**src/design/bounded_lifo_stack_core_assert.svh**
```systemverilog
// assertion macros for the lifo stack core
// included by the modules that check their own sequencing, no other dependencies
`ifndef BOUNDED_LIFO_STACK_CORE_ASSERT_SVH
`define BOUNDED_LIFO_STACK_CORE_ASSERT_SVH
`ifndef SYNTHESIS
// property that must hold at every clock edge out of reset
`define BLSC_ASSERT(lbl, clk, rstn, prop, msg) \
    lbl: assert property (@(posedge clk) disable iff (!(rstn)) (prop)) else $error(msg);
// consequence that must hold in the cycle after the antecedent
`define BLSC_ASSERT_NEXT(lbl, clk, rstn, ante, cons, msg) \
    lbl: assert property (@(posedge clk) disable iff (!(rstn)) (ante) |=> (cons)) \
        else $error(msg);
`else
`define BLSC_ASSERT(lbl, clk, rstn, prop, msg)
`define BLSC_ASSERT_NEXT(lbl, clk, rstn, ante, cons, msg)
`endif
`endif

```
**src/design/blsc_pkg.sv**
```systemverilog
// shared types and constants for the lifo stack core
// no dependencies
`timescale 1ns / 1ps

package blsc_pkg;

    localparam int DEPTH_DEFAULT = 128;
    localparam int WORD_W        = 32;
    localparam int ACTION_W      = 3;
    localparam int POS_W         = 7;
    localparam int LEVEL_W       = 8;

    typedef enum logic [ACTION_W-1:0] {
        ACT_PUSH  = 3'd0,
        ACT_POP   = 3'd1,
        ACT_TOP   = 3'd2,
        ACT_CLEAR = 3'd3,
        ACT_FIND  = 3'd4
    } action_e;

    typedef enum logic [1:0] {
        ST_IDLE,
        ST_READ,
        ST_FIND,
        ST_EMIT
    } state_e;

    typedef struct packed {
        logic [ACTION_W-1:0]      action;
        logic signed [WORD_W-1:0] value;
    } s_item_t;

    typedef struct packed {
        logic                     ok;
        logic signed [WORD_W-1:0] data;
        logic [POS_W-1:0]         position;
        logic [LEVEL_W-1:0]       fill_level;
        logic                     is_empty;
    } m_item_t;

    typedef struct packed {
        logic wr_en;
        logic rd_en;
    } mem_ctl_t;

endpackage

```
**src/design/blsc_mem.sv**
```systemverilog
// stack storage: one write port, one registered read port
// depends on blsc_pkg
`timescale 1ns / 1ps

module blsc_mem
    import blsc_pkg::*;
#(
    parameter int DEPTH  = DEPTH_DEFAULT,
    localparam int ADDR_W = $clog2(DEPTH)
) (
    input  logic                     aclk,
    input  mem_ctl_t                 ctl,
    input  logic [ADDR_W-1:0]        waddr,
    input  logic signed [WORD_W-1:0] wdata,
    input  logic [ADDR_W-1:0]        raddr,
    output logic signed [WORD_W-1:0] rd_data
);

    logic signed [WORD_W-1:0] mem [DEPTH];
    logic signed [WORD_W-1:0] rd_data_reg;

    always_ff @(posedge aclk) begin
        if (ctl.wr_en) begin
            mem[waddr] <= wdata;
        end
    end

    always_ff @(posedge aclk) begin
        if (ctl.rd_en) begin
            rd_data_reg <= mem[raddr];
        end
    end

    assign rd_data = rd_data_reg;

endmodule

```
**src/design/blsc_ctrl.sv**
```systemverilog
// sequencer, fill count and shared match compare for the lifo stack core
// depends on blsc_pkg and bounded_lifo_stack_core_assert.svh
`timescale 1ns / 1ps

`include "bounded_lifo_stack_core_assert.svh"

module blsc_ctrl
    import blsc_pkg::*;
#(
    parameter int DEPTH  = DEPTH_DEFAULT,
    localparam int ADDR_W = $clog2(DEPTH),
    localparam int CNT_W  = $clog2(DEPTH + 1)
) (
    input  logic                     aclk,
    input  logic                     aresetn,
    input  logic                     s_valid,
    output logic                     s_ready,
    input  s_item_t                  s_item,
    output logic                     emit_valid,
    input  logic                     out_free,
    output m_item_t                  res,
    output mem_ctl_t                 mem_ctl,
    output logic [ADDR_W-1:0]        waddr,
    output logic signed [WORD_W-1:0] wdata,
    output logic [ADDR_W-1:0]        raddr,
    input  logic signed [WORD_W-1:0] rd_data
);

    localparam logic [CNT_W-1:0] FULL = CNT_W'(DEPTH);

    state_e                   state_reg, state_next;
    logic [CNT_W-1:0]         fill_reg, fill_next;
    logic [ADDR_W-1:0]        addr_reg, addr_next;
    logic signed [WORD_W-1:0] value_reg, value_next;
    m_item_t                  res_reg, res_next;

    logic                     full;
    logic                     empty;
    logic                     match;
    logic                     take;
    logic [CNT_W-1:0]         fill_dec;
    logic [ADDR_W-1:0]        fill_m1;
    logic [ADDR_W-1:0]        addr_dec;

    function automatic logic [LEVEL_W-1:0] to_level(input logic [CNT_W-1:0] f);
        logic [CNT_W+LEVEL_W-1:0] w;
        w = {{LEVEL_W{1'b0}}, f};
        return w[LEVEL_W-1:0];
    endfunction

    function automatic logic [POS_W-1:0] to_pos(input logic [ADDR_W-1:0] a);
        logic [ADDR_W+POS_W-1:0] w;
        w = {{POS_W{1'b0}}, a};
        return w[POS_W-1:0];
    endfunction

    assign full     = (fill_reg == FULL);
    assign empty    = (fill_reg == '0);
    assign take     = s_valid && s_ready;
    assign fill_dec = fill_reg - 1'b1;
    assign fill_m1  = fill_dec[ADDR_W-1:0];
    assign addr_dec = addr_reg - 1'b1;
    // the one comparator, reused for every entry of a search
    assign match    = (rd_data == value_reg);

    always_ff @(posedge aclk) begin
        if (!aresetn) begin
            state_reg <= ST_IDLE;
            fill_reg  <= '0;
        end else begin
            state_reg <= state_next;
            fill_reg  <= fill_next;
        end
    end

    always_ff @(posedge aclk) begin
        addr_reg  <= addr_next;
        value_reg <= value_next;
        res_reg   <= res_next;
    end

    always_comb begin
        state_next = state_reg;
        case (state_reg)
            ST_IDLE: begin
                if (take) begin
                    if (!empty && (s_item.action inside {ACT_POP, ACT_TOP})) begin
                        state_next = ST_READ;
                    end else if (!empty && s_item.action == ACT_FIND) begin
                        state_next = ST_FIND;
                    end else begin
                        state_next = ST_EMIT;
                    end
                end
            end
            ST_READ: begin
                state_next = ST_EMIT;
            end
            ST_FIND: begin
                if (match || addr_reg == '0) begin
                    state_next = ST_EMIT;
                end
            end
            ST_EMIT: begin
                if (out_free) begin
                    state_next = ST_IDLE;
                end
            end
            default: begin
                state_next = ST_IDLE;
            end
        endcase
    end

    always_comb begin
        fill_next     = fill_reg;
        addr_next     = addr_reg;
        value_next    = value_reg;
        res_next      = res_reg;
        mem_ctl.wr_en = 1'b0;
        mem_ctl.rd_en = 1'b0;
        raddr         = fill_m1;
        case (state_reg)
            ST_IDLE: begin
                if (take) begin
                    value_next = s_item.value;
                    addr_next  = fill_m1;
                    res_next   = '0;
                    case (s_item.action)
                        ACT_PUSH: begin
                            if (!full) begin
                                mem_ctl.wr_en = 1'b1;
                                fill_next     = fill_reg + 1'b1;
                                res_next.ok   = 1'b1;
                            end
                        end
                        ACT_POP: begin
                            if (!empty) begin
                                mem_ctl.rd_en = 1'b1;
                                fill_next     = fill_dec;
                            end
                        end
                        ACT_TOP, ACT_FIND: begin
                            if (!empty) begin
                                mem_ctl.rd_en = 1'b1;
                            end
                        end
                        ACT_CLEAR: begin
                            fill_next = '0;
                        end
                        default: begin
                        end
                    endcase
                    res_next.fill_level = to_level(fill_next);
                    res_next.is_empty   = (fill_next == '0);
                end
            end
            ST_READ: begin
                res_next.ok   = 1'b1;
                res_next.data = rd_data;
            end
            ST_FIND: begin
                if (match) begin
                    res_next.ok       = 1'b1;
                    res_next.data     = value_reg;
                    res_next.position = to_pos(addr_reg);
                end else if (addr_reg != '0) begin
                    mem_ctl.rd_en = 1'b1;
                    raddr         = addr_dec;
                    addr_next     = addr_dec;
                end
            end
            default: begin
            end
        endcase
    end

    assign s_ready    = (state_reg == ST_IDLE);
    assign emit_valid = (state_reg == ST_EMIT);
    assign res        = res_reg;
    assign waddr      = fill_reg[ADDR_W-1:0];
    assign wdata      = s_item.value;

    `BLSC_ASSERT(a_fill_bound, aclk, aresetn, fill_reg <= FULL, "fill count above depth")
    `BLSC_ASSERT(a_scan_in_range, aclk, aresetn, state_reg != ST_FIND || addr_reg < fill_reg, "search slot not below fill count")
    `BLSC_ASSERT_NEXT(a_push_grows, aclk, aresetn, take && s_item.action == ACT_PUSH && !full, fill_reg == $past(fill_reg) + 1'b1, "accepted push did not grow the stack")
    `BLSC_ASSERT_NEXT(a_emit_holds, aclk, aresetn, emit_valid && !out_free, emit_valid && $stable(res_reg), "pending result lost while output busy")

endmodule

```
**src/design/bounded_lifo_stack_core.sv**
```systemverilog
// top level of the lifo stack core: sequencer, storage and output register
// depends on blsc_pkg, blsc_mem and blsc_ctrl
`timescale 1ns / 1ps

// Bounded LIFO stack of DEPTH signed 32-bit words. Each input word carries an action
// (push, pop, top, clear, find) and a value, and gives exactly one result word with
// ok, data, position, fill level and empty flag. Words are taken one at a time: s_ready
// is high only while the sequencer is idle. Push, clear and unknown actions go from idle
// straight to the emit state; pop and top on a nonempty stack pass through a read state,
// since the storage read port is registered, and go straight to emit on an empty one;
// find compares entries from the top down, one entry per cycle through the one shared
// comparator, until a match or the bottom entry (none on an empty stack, so at most the
// fill level). A finished result waits in emit while the output register is still
// held by an earlier word. A result sits in the output register until m_ready takes it,
// and the next input word is accepted meanwhile.
// Clear only resets the fill count, so there is no clearing pass after reset.

module bounded_lifo_stack_core
    import blsc_pkg::*;
#(
    parameter int DEPTH = DEPTH_DEFAULT
) (
    input  logic    aclk,
    input  logic    aresetn,
    input  logic    s_valid,
    output logic    s_ready,
    input  s_item_t s_item,
    output logic    m_valid,
    input  logic    m_ready,
    output m_item_t m_item
);

    localparam int ADDR_W = $clog2(DEPTH);

    // sequencer to storage
    mem_ctl_t                 mem_ctl;
    logic [ADDR_W-1:0]        waddr;
    logic [ADDR_W-1:0]        raddr;
    logic signed [WORD_W-1:0] wdata;
    logic signed [WORD_W-1:0] rd_data;

    // result handoff into the output register
    logic    emit_valid;
    logic    out_free;
    m_item_t res;

    logic    m_valid_reg, m_valid_next;
    m_item_t m_item_reg;

    // output slot is free when empty or being drained this cycle
    assign out_free = !m_valid_reg || m_ready;

    blsc_ctrl #(
        .DEPTH (DEPTH)
    ) u_ctrl (
        .aclk       (aclk),
        .aresetn    (aresetn),
        .s_valid    (s_valid),
        .s_ready    (s_ready),
        .s_item     (s_item),
        .emit_valid (emit_valid),
        .out_free   (out_free),
        .res        (res),
        .mem_ctl    (mem_ctl),
        .waddr      (waddr),
        .wdata      (wdata),
        .raddr      (raddr),
        .rd_data    (rd_data)
    );

    blsc_mem #(
        .DEPTH (DEPTH)
    ) u_mem (
        .aclk    (aclk),
        .ctl     (mem_ctl),
        .waddr   (waddr),
        .wdata   (wdata),
        .raddr   (raddr),
        .rd_data (rd_data)
    );

    // valid flag: set on handoff, cleared once the word is taken
    always_comb begin
        m_valid_next = m_valid_reg;
        if (emit_valid && out_free) begin
            m_valid_next = 1'b1;
        end else if (m_ready) begin
            m_valid_next = 1'b0;
        end
    end

    always_ff @(posedge aclk) begin
        if (!aresetn) begin
            m_valid_reg <= 1'b0;
        end else begin
            m_valid_reg <= m_valid_next;
        end
    end

    // result payload, loaded only on handoff so it holds while stalled
    always_ff @(posedge aclk) begin
        if (emit_valid && out_free) begin
            m_item_reg <= res;
        end
    end

    assign m_valid = m_valid_reg;
    assign m_item  = m_item_reg;

endmodule
```
**config.mk**
```make
export PLATFORM = sky130hd
export DESIGN_NAME = bounded_lifo_stack_core
export DESIGN_NICKNAME = d
export VERILOG_FILES = /design/src/design/blsc_pkg.sv /design/src/design/blsc_mem.sv /design/src/design/blsc_ctrl.sv /design/src/design/bounded_lifo_stack_core.sv
export VERILOG_INCLUDE_DIRS = /design/src /design/src/design
export SDC_FILE = /design/constraint.sdc
export NUM_CORES = 2
export LEC_CHECK = 0
export BUFFER_PORTS_ARGS = -buffer_cell sky130_fd_sc_hd__buf_2
export CORE_MARGIN = 1
export CORE_UTILIZATION = 37
export DETAILED_ROUTE_END_ITERATION = 8
export SLEW_MARGIN = 20
export SYNTH_ARGS = -nofsm -noshare
export SYNTH_HDL_FRONTEND = slang
export SYNTH_SLANG_ARGS = --single-unit
```
**constraint.sdc**
```tcl
create_clock -name aclk -period 6.8 [get_ports aclk]
set_input_delay 0.68 -clock aclk [delete_from_list [all_inputs] [get_ports aclk]]
set_output_delay 0.68 -clock aclk [all_outputs]
set_load 0.005 [all_outputs]
```
==> metrics.txt <==
# TYPE chip_impl_metric gauge
chip_impl_info{name="synth_largest_area_cell",value="edfxtp_1"} 1
chip_impl_info{name="crit_path_cell_trace",value="xor2_1 -> nor4_1 -> nand4_1 -> o211ai_1 -> a21boi_4 -> buf_12 -> buf_12 -> mux4_2 -> a22oi_1 -> nand2_1 -> nor4_1 -> buf_4 -> o31ai_1"} 1
chip_impl_metric{name="cts_buffer_depth",unit=""} 4
chip_impl_metric{name="report.final.slew_viol_count",unit=""} 0
chip_impl_metric{name="grt_max_degree",unit=""} 148
chip_impl_metric{name="dr_total_vias",unit=""} 91000
chip_impl_metric{name="drt.antenna.violating_nets",unit=""} 0
chip_impl_metric{name="vias_in_the_first_global_route",unit=""} 87300
chip_impl_metric{name="reg2regPathDepth",unit=""} 13
chip_impl_metric{name="starting_density_of_the_core",unit="%"} 37.2
chip_impl_metric{name="grt_pass1_wl",unit="mm"} 705
chip_impl_metric{name="clock_pin_slew_on_the_worst_setup_and_hold_paths",unit="ns"} 0.06
chip_impl_metric{name="max_freq",unit="GHz"} 0.147
chip_impl_info{name="crit_family",value="simple AND/OR/NAND/NOR gates"} 1
chip_impl_metric{name="critical_path_buffer_and_inverter_count",unit=""} 3
chip_impl_metric{name="rows",unit=""} 244
chip_impl_metric{name="cap_violations",unit=""} 0
chip_impl_metric{name="largest_register_ffs",unit=""} 4096
chip_impl_metric{name="worstSkewPairLatency",unit="ns"} 1.00
chip_impl_metric{name="async_flop_share",unit="%"} 0
chip_impl_metric{name="groute.usage.overall",unit="%"} 22.5
chip_impl_info{name="critical_path.reg2reg.endpoint",value="u_mem.rd_data[8]"} 1
chip_impl_metric{name="drc",unit=""} 0
chip_impl_metric{name="dp_slack",unit="ns"} 0.136
chip_impl_metric{name="yosysWarnings",unit=""} 0
chip_impl_metric{name="leakage",unit="nW"} 59.5
chip_impl_metric{name="synth_area_per_cell",unit="sq um"} 19.0
chip_impl_metric{name="top_level_ports",unit=""} 90
chip_impl_metric{name="core-area",unit="sq um"} 441000
chip_impl_metric{name="timing.final.setup_violations",unit=""} 1
chip_impl_metric{name="die_height",unit="microns"} 668
chip_impl_info{name="worstHoldPathType",value="in -> reg"} 1
chip_impl_metric{name="wirelength",unit="mm"} 515
chip_impl_metric{name="worst_max_slew_pin_slew",unit="ns"} 1.25
chip_impl_metric{name="summed_instance_area_of_the_synthesized_netlist",unit="sq um"} 164000
chip_impl_metric{name="hold_ws",unit="ns"} 0.130
chip_impl_metric{name="critical_path_required",unit="ns"} 7.54
chip_impl_metric{name="synth-seq-cells",unit=""} 4276
chip_impl_info{name="grt_setup_unrepaired",value="no"} 1
chip_impl_info{name="top_post_synthesis_cells_by_area",value="edfxtp_1, mux4_2, nand2_1"} 1
chip_impl_info{name="timing.rr.start",value="u_mem.rd_data[0]"} 1
chip_impl_info{name="post_synth_most_frequent_cells",value="edfxtp_1, nand2_1, mux4_2"} 1
chip_impl_metric{name="post-synth-top-area-fraction",unit="%"} 78.1
chip_impl_metric{name="post_cts_setup_buffer_count",unit=""} 0
chip_impl_metric{name="post-route-min-period",unit="ns"} 6.82
chip_impl_metric{name="dr.first_iter.drc_count",unit=""} 14100
chip_impl_metric{name="numCtsBuffers",unit=""} 429
chip_impl_info{name="outcome",value="finished with violations"} 1
chip_impl_info{name="worstSetupEndpointType",value="flip-flop"} 1
chip_impl_metric{name="post_route_cells_drive_above_1_share",unit="%"} 21.5
chip_impl_metric{name="timing.critical_path.fanout_max",unit=""} 73
chip_impl_metric{name="nNetsFinal",unit=""} 9129
chip_impl_metric{name="hpwl",unit="mm"} 310
chip_impl_metric{name="power.ir.vdd_worst",unit="mV"} 0.529
chip_impl_metric{name="synth.distinct_cells",unit=""} 69
chip_impl_metric{name="area_growth",unit="%"} 15.3
chip_impl_info{name="synth_flop_cell",value="edfxtp_1"} 1
chip_impl_metric{name="worst_ep_arrival_time",unit="ns"} 7.56
chip_impl_metric{name="layout_worst_path_cycle_share",unit="%"} 100
chip_impl_metric{name="report.final.hold_viol_count",unit=""} 0
chip_impl_metric{name="synth-edff-count",unit=""} 4265
chip_impl_metric{name="cp_slowest_stage_delay",unit="ns"} 0.93
chip_impl_metric{name="total_negative_setup_slack",unit="ns"} -0.0162
chip_impl_metric{name="syn_inst",unit=""} 8605
chip_impl_metric{name="setup_slack",unit="ns"} -0.0162
chip_impl_info{name="cpMaxStageDelayCell",value="nor4_1"} 1
chip_impl_metric{name="floorplan.die_area",unit="sq um"} 446000
chip_impl_metric{name="viasPerCell",unit=""} 5.90
chip_impl_metric{name="cts_max_level",unit=""} 5
chip_impl_info{name="cts_tree",value="built"} 1
chip_impl_info{name="setup.worst_path.start",value="u_mem.rd_data[0]"} 1
chip_impl_info{name="start_kind",value="flip-flop"} 1
chip_impl_metric{name="die_w",unit="microns"} 668
chip_impl_metric{name="numClockSinks",unit=""} 4276
chip_impl_metric{name="portBuffers",unit=""} 89
chip_impl_info{name="root_buffer",value="clkbuf_16"} 1
chip_impl_metric{name="synthesis.nets",unit=""} 8653
chip_impl_metric{name="p_per_area",unit="nW/um^2"} 445
chip_impl_metric{name="timing.critical_path.depth",unit=""} 13
chip_impl_metric{name="globalRouteOverflowTotal",unit=""} 0
chip_impl_metric{name="timing.reg2reg.setup_slack",unit="ns"} -0.02
chip_impl_info{name="failed_checks",value="setup timing"} 1
chip_impl_metric{name="max-slew-margin-rel",unit="%"} 16.7
chip_impl_metric{name="timing.clock.skew",unit="ns"} 0.103
chip_impl_metric{name="place_congestion",unit=""} 0.957
chip_impl_info{name="worstSetupEndpoint",value="u_mem.rd_data[8]"} 1
chip_impl_metric{name="drt-wirelength-per-cell",unit="microns"} 33.4
chip_impl_metric{name="ys_seq_area_share",unit="%"} 78.3
chip_impl_metric{name="detailedRoute.firstPassIterationCount",unit=""} 8
chip_impl_metric{name="antenna_found_initial",unit=""} 71
chip_impl_info{name="synthMostInstantiatedCell",value="edfxtp_1"} 1
chip_impl_info{name="worstSetupPathType",value="reg -> reg"} 1
what timing repair did:
item / in CTS / in global routing
hold buffers: 1 / 0
gates resized for setup: 0 / 2
endpoints found under the setup margin: 0 / 1
endpoints found under the hold margin: 1 / 0
cell type report:
class | count | area (sq um)
Multi-Input combinational cell | 3823 | 34700
Antenna cell | 65 | 163
Clock buffer | 522 | 11200
Fill cell | 37900 | 252000
Clock inverter | 277 | 2620
Tap cell | 5904 | 7390
Timing Repair Buffer | 534 | 4570
Sequential cell | 4276 | 128000
Inverter | 17 | 63.8
where the power goes:
part	switching, W	total (W)	internal, W	leakage, nW
registers	0.000260	0.0300	0.0298	38.5
logic	0.0205	0.0307	0.0102	14.3
clock network	0.0102	0.0234	0.0132	6.74
per-stage QoR:
step	util [%]	cell area, sq um	std cells	total power [W]
finish	42.9	189000	15400	0.0841
global route	42.8	189000	15400	0.0861
CTS	42.8	189000	15400	0.0838
detailed placement	39.7	175000	14600	0.0607
global placement	39.6	175000	14500	0.0605
floorplan	-	164000	8605	0.0469
layer usage:
metal / share of wire [%] / vias to the layer above / track usage (%)
li1: - / 36100 / -
met1: 39 / 48300 / 30.9
met2: 46 / 5602 / 35.0
met3: 10 / 967 / 4.25
met4: 5.2 / 18 / 10.2
met5: 0.022 / - / 0
worst min-delay path by stage:
| stage | cells after the start | to | slack (ns) | from |
|---|---|---|---|---|
| floorplan | 0 | m_item[0] | 0.40 | u_ctrl.res[0] |
| global placement | 0 | m_item[16] | 0.41 | u_ctrl.res[16] |
| detailed placement | 0 | m_item[4] | 0.40 | u_ctrl.res[4] |
| CTS | 1 | u_mem.mem[46][20] | 0.07 | s_item[20] |
| global route | 1 | u_mem.mem[46][20] | 0.12 | s_item[20] |
| finish | 1 | u_mem.mem[94][1] | 0.13 | s_item[1] |
worst register-to-register path, stage by stage (launching register included):
cell,delay (ns)
edfxtp_1,0.41
xor2_1,0.19
nor4_1,0.67
nand4_1,0.37
o211ai_1,0.45
a21boi_4,0.84
buf_12,0.56
buf_12,0.40
mux4_2,0.57
a22oi_1,0.42
nand2_1,0.37
nor4_1,0.94
buf_4,0.30
o31ai_1,0.08
cell families (layout without fill, tap and decap cells):
kind of cell             count (synthesis)  count (layout)  share of synthesized area (%)
AND/OR/NAND/NOR                       1760            1760                           4.78
AO/OA/AOI/OAI                         1036            1036                           4.31
flip-flops                            4276            4276                           78.3
multiplexers                           971             971                           10.9
buffers and inverters                  506            1350                           1.38
other                                    0              65                              0
adder cells (fa/ha/maj)                  9               9                         0.0687
XOR/XNOR                                47              47                          0.251
cells in the final DEF, fill, tap and decap left out, types with 137 or more instances in the layout:
cell,Yosys,final
clkbuf_16,0,434
nand2_1,892,889
nand3_1,323,319
edfxtp_1,4265,4265
a21oi_1,221,221
mux4_2,651,651
nor2_4,0,137
mux2i_1,280,279
buf_4,25,419
a22oi_1,335,333
Power figures use the tool's default switching activity.
